### src/rtl/rxfmr_pkg.sv
package rxfmr_pkg;

    // request codes
    localparam logic MODE_BYTE  = 1'b0;
    localparam logic MODE_FETCH = 1'b1;

    typedef struct packed {
        logic       mode;
        logic [7:0] rx_byte;
    } req_t;

    typedef struct packed {
        logic [7:0] data;
        logic       last;
        logic       empty_res;
        logic       overrun;
    } rsp_t;

    // start of one fetch, from the ring control to the fetch engine
    typedef struct packed {
        logic go;
        logic empty;
        logic ovr;
    } fetch_cmd_t;

endpackage

### src/rtl/rx_fixed_message_ring.sv
// Receive message ring. Each request is either a received byte (mode 0) or a
// fetch (mode 1). Bytes are packed into MSG_LEN-byte slots of a ring of
// SLOT_COUNT slots held in one dual-port store (one write port, one read port
// with registered read data); a slot counts as a message once its last byte
// is in. A fetch returns the oldest message as MSG_LEN results, one per
// cycle while results are not stalled, the final one marked with last;
// with nothing waiting it returns a single result with empty_res set and
// zero data. When every slot is full an incoming byte is dropped and a
// sticky overrun flag is set, reported on all results of the next fetch
// and then cleared. A byte request is taken whenever the block is not
// fetching. A fetch keeps the request side stalled until its last result
// is loaded into the result register, paced by the store's single read
// port delivering one byte a cycle when not stalled. Results are registered,
// so requests carry on while the final result still waits to be taken.
module rx_fixed_message_ring #(
    parameter int MSG_LEN    = 4,
    parameter int SLOT_COUNT = 8
) (
    input  logic            clk,
    input  logic            rst_n,
    input  logic            req_valid,
    output logic            req_stall,
    input  rxfmr_pkg::req_t req,
    output logic            rsp_valid,
    input  logic            rsp_stall,
    output rxfmr_pkg::rsp_t rsp
);

    import rxfmr_pkg::*;

    localparam int DEPTH  = MSG_LEN * SLOT_COUNT;
    localparam int ADDR_W = $clog2(DEPTH);
    localparam int POS_W  = (MSG_LEN > 1) ? $clog2(MSG_LEN) : 1;
    localparam int SLOT_W = $clog2(SLOT_COUNT);
    localparam int CNT_W  = $clog2(SLOT_COUNT + 1);

    // ring pointers and message count
    logic [POS_W-1:0]  pos_reg, pos_next;
    logic [SLOT_W-1:0] wr_slot_reg, wr_slot_next;
    logic [SLOT_W-1:0] rd_slot_reg, rd_slot_next;
    logic [CNT_W-1:0]  count_reg, count_next;
    logic              overrun_reg, overrun_next;

    logic              accept;
    logic              busy;
    logic              full;
    logic              msg_done;
    logic              wr_en;
    logic [ADDR_W-1:0] wr_addr;
    logic [ADDR_W-1:0] rd_base;
    logic              rd_en;
    logic [ADDR_W-1:0] rd_addr;
    logic [7:0]        rd_data;
    fetch_cmd_t        cmd;

    // one fetch at a time; bytes are refused only while a fetch is running
    assign req_stall = busy;
    assign accept    = req_valid && !req_stall;

    assign full     = (count_reg == CNT_W'(SLOT_COUNT));
    assign msg_done = (pos_reg == POS_W'(MSG_LEN - 1));
    assign wr_addr  = ADDR_W'(wr_slot_reg) * ADDR_W'(MSG_LEN) + ADDR_W'(pos_reg);
    assign rd_base  = ADDR_W'(rd_slot_reg) * ADDR_W'(MSG_LEN);

    // the slot being filled is never a committed slot, so the write port and
    // the read port of a running fetch never touch the same entry
    assign wr_en = accept && (req.mode == MODE_BYTE) && !full;

    always_comb
    begin
        pos_next     = pos_reg;
        wr_slot_next = wr_slot_reg;
        rd_slot_next = rd_slot_reg;
        count_next   = count_reg;
        overrun_next = overrun_reg;
        cmd          = '0;

        if (accept)
        begin
            case (req.mode)
                MODE_BYTE:
                begin
                    if (full)
                    begin
                        // ring full: drop the byte, remember the loss
                        overrun_next = 1'b1;
                    end
                    else if (msg_done)
                    begin
                        // last byte of the slot: commit it
                        pos_next     = '0;
                        wr_slot_next = (wr_slot_reg == SLOT_W'(SLOT_COUNT - 1)) ?
                                       '0 : wr_slot_reg + SLOT_W'(1);
                        count_next   = count_reg + CNT_W'(1);
                    end
                    else
                    begin
                        pos_next = pos_reg + POS_W'(1);
                    end
                end
                MODE_FETCH:
                begin
                    cmd.go       = 1'b1;
                    cmd.ovr      = overrun_reg;
                    overrun_next = 1'b0;
                    if (count_reg == '0)
                    begin
                        cmd.empty = 1'b1;
                    end
                    else
                    begin
                        // free the oldest slot now; its bytes stay until rewritten
                        rd_slot_next = (rd_slot_reg == SLOT_W'(SLOT_COUNT - 1)) ?
                                       '0 : rd_slot_reg + SLOT_W'(1);
                        count_next   = count_reg - CNT_W'(1);
                    end
                end
                default:
                begin
                    cmd = '0;
                end
            endcase
        end
    end

    always_ff @(posedge clk or negedge rst_n)
    begin
        if (!rst_n)
        begin
            pos_reg     <= '0;
            wr_slot_reg <= '0;
            rd_slot_reg <= '0;
            count_reg   <= '0;
            overrun_reg <= 1'b0;
        end
        else
        begin
            pos_reg     <= pos_next;
            wr_slot_reg <= wr_slot_next;
            rd_slot_reg <= rd_slot_next;
            count_reg   <= count_next;
            overrun_reg <= overrun_next;
        end
    end

    // message store
    rxfmr_ram #(
        .WIDTH (8),
        .DEPTH (DEPTH),
        .AW    (ADDR_W)
    ) u_store (
        .clk   (clk),
        .we    (wr_en),
        .waddr (wr_addr),
        .wdata (req.rx_byte),
        .re    (rd_en),
        .raddr (rd_addr),
        .rdata (rd_data)
    );

    // fetch engine: reads one byte a cycle into the result register while it is not stalled
    rxfmr_fetch #(
        .MSG_LEN (MSG_LEN),
        .ADDR_W  (ADDR_W)
    ) u_fetch (
        .clk       (clk),
        .rst_n     (rst_n),
        .cmd       (cmd),
        .base      (rd_base),
        .busy      (busy),
        .rd_en     (rd_en),
        .rd_addr   (rd_addr),
        .rd_data   (rd_data),
        .rsp_valid (rsp_valid),
        .rsp_stall (rsp_stall),
        .rsp       (rsp)
    );

endmodule

### src/rtl/rxfmr_ram.sv
module rxfmr_ram #(
    parameter int WIDTH = 8,
    parameter int DEPTH = 32,
    parameter int AW    = (DEPTH > 1) ? $clog2(DEPTH) : 1
) (
    input  logic             clk,
    input  logic             we,
    input  logic [AW-1:0]    waddr,
    input  logic [WIDTH-1:0] wdata,
    input  logic             re,
    input  logic [AW-1:0]    raddr,
    output logic [WIDTH-1:0] rdata
);

    logic [WIDTH-1:0] mem [DEPTH];
    logic [WIDTH-1:0] rdata_reg;

    always_ff @(posedge clk)
    begin
        if (we)
        begin
            mem[waddr] <= wdata;
        end
        // read data holds while re is low
        if (re)
        begin
            rdata_reg <= mem[raddr];
        end
    end

    assign rdata = rdata_reg;

endmodule

### src/rtl/rxfmr_fetch.sv
module rxfmr_fetch #(
    parameter int MSG_LEN = 4,
    parameter int ADDR_W  = 5
) (
    input  logic                 clk,
    input  logic                 rst_n,
    input  rxfmr_pkg::fetch_cmd_t cmd,
    input  logic [ADDR_W-1:0]    base,
    output logic                 busy,
    output logic                 rd_en,
    output logic [ADDR_W-1:0]    rd_addr,
    input  logic [7:0]           rd_data,
    output logic                 rsp_valid,
    input  logic                 rsp_stall,
    output rxfmr_pkg::rsp_t      rsp
);

    import rxfmr_pkg::*;

    localparam int RW = $clog2(MSG_LEN + 1);

    logic [RW-1:0]     rem_reg, rem_next;
    logic [ADDR_W-1:0] addr_reg, addr_next;
    logic              pend_reg, pend_next;
    logic              pend_last_reg, pend_last_next;
    logic              empty_pend_reg, empty_pend_next;
    logic              ovr_reg, ovr_next;
    logic              out_valid_reg, out_valid_next;
    rsp_t              out_reg, out_next;

    logic out_free;
    logic load_ram;
    logic load_empty;
    logic issue;

    assign out_free   = !out_valid_reg || !rsp_stall;
    assign load_ram   = pend_reg && out_free;
    assign load_empty = empty_pend_reg && out_free;
    // the ram output holds until its byte is taken into the output register
    assign issue      = (rem_reg != '0) && (!pend_reg || load_ram);

    always_comb
    begin
        rem_next        = rem_reg;
        addr_next       = addr_reg;
        pend_next       = pend_reg;
        pend_last_next  = pend_last_reg;
        empty_pend_next = empty_pend_reg;
        ovr_next        = ovr_reg;
        out_next        = out_reg;
        out_valid_next  = out_valid_reg && rsp_stall;

        if (cmd.go)
        begin
            ovr_next = cmd.ovr;
            if (cmd.empty)
            begin
                empty_pend_next = 1'b1;
            end
            else
            begin
                rem_next  = RW'(MSG_LEN);
                addr_next = base;
            end
        end

        if (load_ram)
        begin
            out_next.data      = rd_data;
            out_next.last      = pend_last_reg;
            out_next.empty_res = 1'b0;
            out_next.overrun   = ovr_reg;
            out_valid_next     = 1'b1;
            pend_next          = 1'b0;
        end
        else if (load_empty)
        begin
            out_next.data      = '0;
            out_next.last      = 1'b1;
            out_next.empty_res = 1'b1;
            out_next.overrun   = ovr_reg;
            out_valid_next     = 1'b1;
            empty_pend_next    = 1'b0;
        end

        if (issue)
        begin
            rem_next       = rem_reg - RW'(1);
            addr_next      = addr_reg + ADDR_W'(1);
            pend_next      = 1'b1;
            pend_last_next = (rem_reg == RW'(1));
        end
    end

    always_ff @(posedge clk or negedge rst_n)
    begin
        if (!rst_n)
        begin
            rem_reg        <= '0;
            pend_reg       <= 1'b0;
            empty_pend_reg <= 1'b0;
            out_valid_reg  <= 1'b0;
        end
        else
        begin
            rem_reg        <= rem_next;
            pend_reg       <= pend_next;
            empty_pend_reg <= empty_pend_next;
            out_valid_reg  <= out_valid_next;
        end
    end

    always_ff @(posedge clk)
    begin
        addr_reg      <= addr_next;
        pend_last_reg <= pend_last_next;
        ovr_reg       <= ovr_next;
        out_reg       <= out_next;
    end

    assign busy      = (rem_reg != '0) || pend_reg || empty_pend_reg;
    assign rd_en     = issue;
    assign rd_addr   = addr_reg;
    assign rsp_valid = out_valid_reg;
    assign rsp       = out_reg;

endmodule

### config.mk
export PLATFORM = sky130hd
export DESIGN_NAME = rx_fixed_message_ring
export DESIGN_NICKNAME = d
export VERILOG_FILES = /design/src/rtl/rxfmr_pkg.sv /design/src/rtl/rx_fixed_message_ring.sv /design/src/rtl/rxfmr_ram.sv /design/src/rtl/rxfmr_fetch.sv
export SDC_FILE = /design/constraint.sdc
export NUM_CORES = 1
export LEC_CHECK = 0
export BUFFER_PORTS_ARGS = -buffer_cell sky130_fd_sc_hd__buf_2
export CORE_ASPECT_RATIO = 1.25
export CORE_MARGIN = 8
export CORE_UTILIZATION = 45
export DETAILED_ROUTE_END_ITERATION = 8
export PLACE_DENSITY_LB_ADDON = 0.15
export SLEW_MARGIN = 20
export SYNTH_ARGS = -nofsm -noshare
export SYNTH_HDL_FRONTEND = slang
export SYNTH_SLANG_ARGS = --single-unit
### constraint.sdc
create_clock -name clk -period 6.22 [get_ports clk]
set_input_delay 0.622 -clock clk [delete_from_list [all_inputs] [get_ports clk]]
set_output_delay 0.622 -clock clk [all_outputs]
set_load 0.01 [all_outputs]
Yosys cells after proc, flatten, opt, wreduce, memory -nomap -nowiden

Memory sizes are Yosys's and may differ from the RTL's. A register that Yosys moved wholly into a read port is not among the register bits.
Index checks and enable logic that the tools add are counted.

Word-level logic and storage cells: 96
Register bits after elaboration: 37
Memories kept: 1
Output and inout port bits: 13
Bits in read-only memories: 0
Input port bits: 13
Memory bits (writable): 256
Bits in latches: 0

Memory list:

| name        | depth | bits a word | read ports | clocked after memory_dff | write ports | RTL line        | source |
|---|---|---|---|---|---|---|---|
| u_store.mem | 32    | 8           | 1          | 1                        | 1           | rxfmr_ram.sv:15 | `logic [WIDTH-1:0] mem [DEPTH];` |

Reductions and logical operators: 28
Shift operators: 0
Mux-type cells: 30
Bitwise gates (word level): 3
Equal/unequal tests: 10
Divide/modulo/power cells: 0
Magnitude comparators: 0
$add $sub $neg: 8
Multipliers: 0

Operators by type and width:

| kind                                                                   | count |
|---|---|
| 11-bit 2-to-1 mux                                                      | 2 |
| 3-bit 2-to-1 mux                                                       | 7 |
| 5-bit 2-to-1 mux                                                       | 3 |
| 1-bit 2-to-1 mux                                                       | 12 |
| 4-bit 2-to-1 mux                                                       | 3 |
| 2-bit != test (second input constant)                                  | 5 |
| 4-bit one-hot mux with 2 select lines                                  | 1 |
| 4-bit AND reduction                                                    | 2 |
| 1-bit logical AND                                                      | 7 |
| 3-bit by 1-bit adder with 3-bit output (second input constant)         | 2 |
| 3-bit equality test (second input constant)                            | 2 |
| 2-bit AND reduction                                                    | 3 |
| 3-bit AND reduction                                                    | 2 |
| 2-bit nonzero test                                                     | 3 |
| 5-bit by 1-bit adder with 5-bit output (second input constant)         | 1 |
| 5-bit by 2-bit adder with 5-bit output                                 | 1 |
| 1-bit zero test                                                        | 5 |
| 4-bit by 1-bit adder with 4-bit output (second input constant)         | 1 |
| 4-bit equality test (second input constant)                            | 1 |
| 4-bit zero test                                                        | 1 |
| 1-bit logical OR                                                       | 4 |
| 4-bit by 1-bit subtractor with 4-bit output (second input constant)    | 1 |
| 3-bit by 1-bit equality test with 1-bit output (second input constant) | 1 |
| 1-bit inverter                                                         | 3 |
| other kinds (6)                                                        | 6 |

Logic depth before layout (Yosys ltp)

Depth in word-level cells: 10
Depth in mapped cells: 7
Depth with buffers taken out: 6

By module

A second synthesis with hierarchy kept.

Cells, all modules: 573
Area total of the unflattened synthesis: 12,015.3 sq um

Modules (own cells, without submodules):

| module                | area each (sq um) | times used | cells an instance |
|---|---|---|---|
| rxfmr_ram             | 10,133.5          | 1          | 417 |
| rxfmr_fetch           | 1,081.0           | 1          | 83 |
| rx_fixed_message_ring | 800.8             | 1          | 73 |

Worst setup path before layout

OpenSTA, ideal clock, no wires.

Path kind: reg-to-reg
Start: register u_fetch.rem_reg[0]
End: memory u_store.mem[11][0] (enable)
Path buffers: 1
Data arrival time: 1.861 ns
Slack: 3.989 ns
Period minus slack after synthesis: 2.231 ns
Stages on the path, launching flop included: 7
Library setup time: 0.370 ns
Data required time: 5.850 ns
Path through: dfrtp_1 -> inv_1 -> ha_1 -> nor4b_4 -> nand4b_1 -> clkbuf_1 -> nor2_1

Longest elaborated chain between the ends: 9

RTL lines:

| item                                   | RTL line                    | source |
|---|---|---|
| start: declaration                     | rxfmr_fetch.sv:22           | `logic [RW-1:0] rem_reg, rem_next;` |
| start signal: assignment               | rxfmr_fetch.sv:106          | `rem_reg <= rem_next;` |
| 3-bit nonzero test                     | rxfmr_fetch.sv:121          | `assign busy = (rem_reg != '0) \|\| pend_reg \|\| empty_pend_reg;` |
| 1-bit logical OR (2 in series)         | rxfmr_fetch.sv:121          |  |
| 1-bit zero test                        | rx_fixed_message_ring.sv:58 | `assign accept = req_valid && !req_stall;` |
| 1-bit logical AND                      | rx_fixed_message_ring.sv:58 |  |
| 1-bit logical AND (2 in series)        | rx_fixed_message_ring.sv:67 | `assign wr_en = accept && (req.mode == MODE_BYTE) && !full;` |
| 1-bit 2-to-1 mux                       | rxfmr_ram.sv:20             | `if (we)` |
| 1-bit 2-to-1 mux (implied by the code) | rxfmr_ram.sv:22             | `mem[waddr] <= wdata;` |
| end: declaration                       | rxfmr_ram.sv:15             |  |

Every way passes these cells.

Worst setup path in the final report

Start: register u_fetch.rem_reg[0]
End: memory u_store.mem[19][2] (enable)

The elaborated chain is that of the path after synthesis.

==> metrics.yaml <==
clocking:
  cts-root-buf: "clkbuf_16"
  cts_buffers: 29
  clkLatencyLatePin_ns: 0.54
  postCtsSetupRepairBufs: 0
  clk_pin_slew_ns: 0.07
  cts_tree: "yes"
  cts_sinks: 301
  htreeDepth: 1
  hold_buffers: 0
  clockBufferDepth: 3
  cts_resized: 0
yosys:
  syn_inst: 632
  synth_area_leader_cell: "edfxtp_1"
  syn_area_mm2: 0.0120
  yosysMostFrequentCell: "edfxtp_1"
  synth_fp_nets: 660
  synth_top_area_share_pct: 70.5
  synth_common_cells: "281 x edfxtp_1, 47 x mux4_2, 37 x nor2_1"
  syn_area_per_cell_um2: 18.9
  ys_ff_latch: 301
  yosysUniqueCellTypes: 49
  ys_async_sr_fraction_pct: 6.31
  synth_seq_area_share_pct: 74.6
  synth_top_flop_cell: "edfxtp_1"
  synth_edf_count: 281
  yosysWarnings: 0
  synth_area_leaders: "edfxtp_1 70%, mux4_2 8.8%, dfrtp_1 4.0%"
placed_design:
  placed_cells: 972
  place_congestion: 0.792
  hpwl_um: 16400
  io_buffers: 25
die:
  pin_count: 26
  start_util_pct: 45.9
  die_w_um: 162
  rows: 66
  die_h_um: 198
  coreArea_mm2: 0.0261
  die_area_mm2: 0.0321
layout:
  largest_register_ffs: 256
  final_nets: 691
  fin_cells: 1025
  diodes: 0
  utilization_pct: 51.5
  area_growth_pct: 12.3
  drive_above_1_share_pct: 21.8
power_and_ir_drop:
  max-vdd-ir-drop_mv: 0.228
  p_leak_nw: 4.45
  totalPowerFinal_mw: 5.83
  power.density_mw_per_mm2: 434
critical_path:
  cp_num_buf_inv: 1
  path_cells: "inv_1 -> ha_1 -> nor4b_4 -> nand4b_1 -> nor2_1"
  crit_path_top_delay_cell: "nor2_1"
  critPathTopFamily: "simple AND/OR/NAND/NOR gates"
  arrival_ns: 3.39
  critPathLaunchType: "flop"
  cp_max_fo: 15
  path_class: "reg -> reg"
  max_stage_delay_ns: 0.91
  cp-end-kind: "flop"
  worstPathRequired_ns: 6.38
global_routing:
  grt_use_met1_pct: 18.5
  gr-total-overflow: 0
  grt.met2_usage_pct: 29.2
  grt_util_met3_pct: 2.03
  grt_pass1_wl_um: 38000
  grt.total_usage_pct: 15.6
  antenna_found_initial: 0
  busiest_layer: "met2"
  grt_pass1_vias: 6178
  grt_max_degree: 58
timing:
  max_slew.worst_pin.slew_ns: 1.02
  relSlewSlack_pct: 31.9
  fin_worst_skew_ns: 0.0135
  finalHoldViolCount: 0
  setup_viol: 0
  clock.fmax_mhz: 310
  fin_crit_ns: 3.23
  rsz0062_at_grt: "no"
  tns_ns: 0
  period_share_pct: 51.9
  finalMaxSlewViolations: 0
drt:
  drc: 0
  firstDrtPassIters: 5
  vias: 5781
  routed_via_density: 5.64
  drt_iter0_markers: 312
  ant_nets: 0
  wirelength_um: 24900
  wire_per_inst_um: 24.3
worst_hold_path:
  hp-class: "in -> async"
job:
  cap_viol_max_count: 0
outcome:
  status: "completed"
-- power by group --
part           switching (mW)  internal (mW)  leakage (nW)  total [mW]
sequential              0.122           2.39          2.79        2.51
combinational           0.825          0.627          1.18        1.45
clock                   0.747           1.12         0.487        1.87
total                    1.69           4.14          4.45        5.83
-- cell type report --
class | instances | area (µm²)
Timing Repair Buffer | 32 | 190
Clock buffer | 30 | 739
Clock inverter | 23 | 292
Multi-Input combinational cell | 288 | 2820
Inverter | 11 | 41.3
Fill cell | 2111 | 12600
Sequential cell | 301 | 8930
Tap cell | 340 | 425
-- layout by cell type, fill, tap and decap left out, drive strengths merged, types with 2 or more instances in the layout --
master / instances
a21o: 2
o22ai: 7
clkinvlp: 7
mux2: 4
and3: 10
nand2: 16
or3: 2
o221ai: 8
xor2: 3
nand3b: 5
nor2b: 5
clkbuf: 30
edfxtp: 281
ha: 14
a22oi: 9
mux4: 47
nand3: 11
inv: 14
a22o: 7
bufinv: 6
or3b: 2
nor4: 3
mux2i: 35
xnor2: 3
clkinv: 7
nor4b: 2
a21oi: 23
nor3: 2
and2: 3
dfrtp: 19
a2111oi: 7
nand4b: 2
buf: 32
o21ai: 9
nor2: 38
-- cell families after synthesis --
group | Yosys count | share of synthesized area, %
flip-flops | 301 | 74.6
AND/OR/NAND/NOR | 105 | 4.68
multiplexers | 86 | 12.1
AO/OA/AOI/OAI | 76 | 4.66
buffers and inverters | 43 | 1.85
adder cells (fa/ha/maj) | 15 | 1.63
XOR/XNOR | 6 | 0.439
-- worst paths after layout --
kind,startpoint,to,slack (ns),cells after the start
worst min-delay path,rst_n,wr_slot_reg[2],0.04,1
worst max-delay path,u_fetch.rem_reg[0],u_store.mem[19][2],2.99,5
worst min register to register,count_reg[3],count_reg[3],0.49,1
max in group asynchronous,rst_n,u_fetch.pend_reg,5.84,1
worst max register to register,u_fetch.rem_reg[0],u_store.mem[19][2],2.99,5
min in group clk,req_valid,overrun_reg,0.42,3
-- worst register-to-register path, delay by kind of cell, from the launching register on --
| family | cells | cell delay [ns] |
|---|---|---|
| adders and majority gates | 1 | 0.21 |
| DFF | 1 | 0.41 |
| and+or+nand+nor | 3 | 2.15 |
| buffers and inverters | 1 | 0.10 |
-- through the flow --
stage | instance area, µm² | hold slack, ns | worst slack [ns]
2_1_floorplan | 12000 | 0.326 | 3.99
3_3_place_gp | 12400 | 0.474 | 3.09
3_5_place_dp | 12400 | 0.479 | 2.95
4_1_cts | 13400 | 0.0265 | 2.93
5_1_grt | 13400 | 0.0749 | 2.71
6_report | 13400 | 0.0404 | 2.99
-- routing by layer --
metal	routed length, µm	vias to the layer above
li1	-	2612
met5	0	-
met3	1020	43
met4	563	0
met2	13400	151
met1	9900	2975
Power figures use the tool's default switching activity.
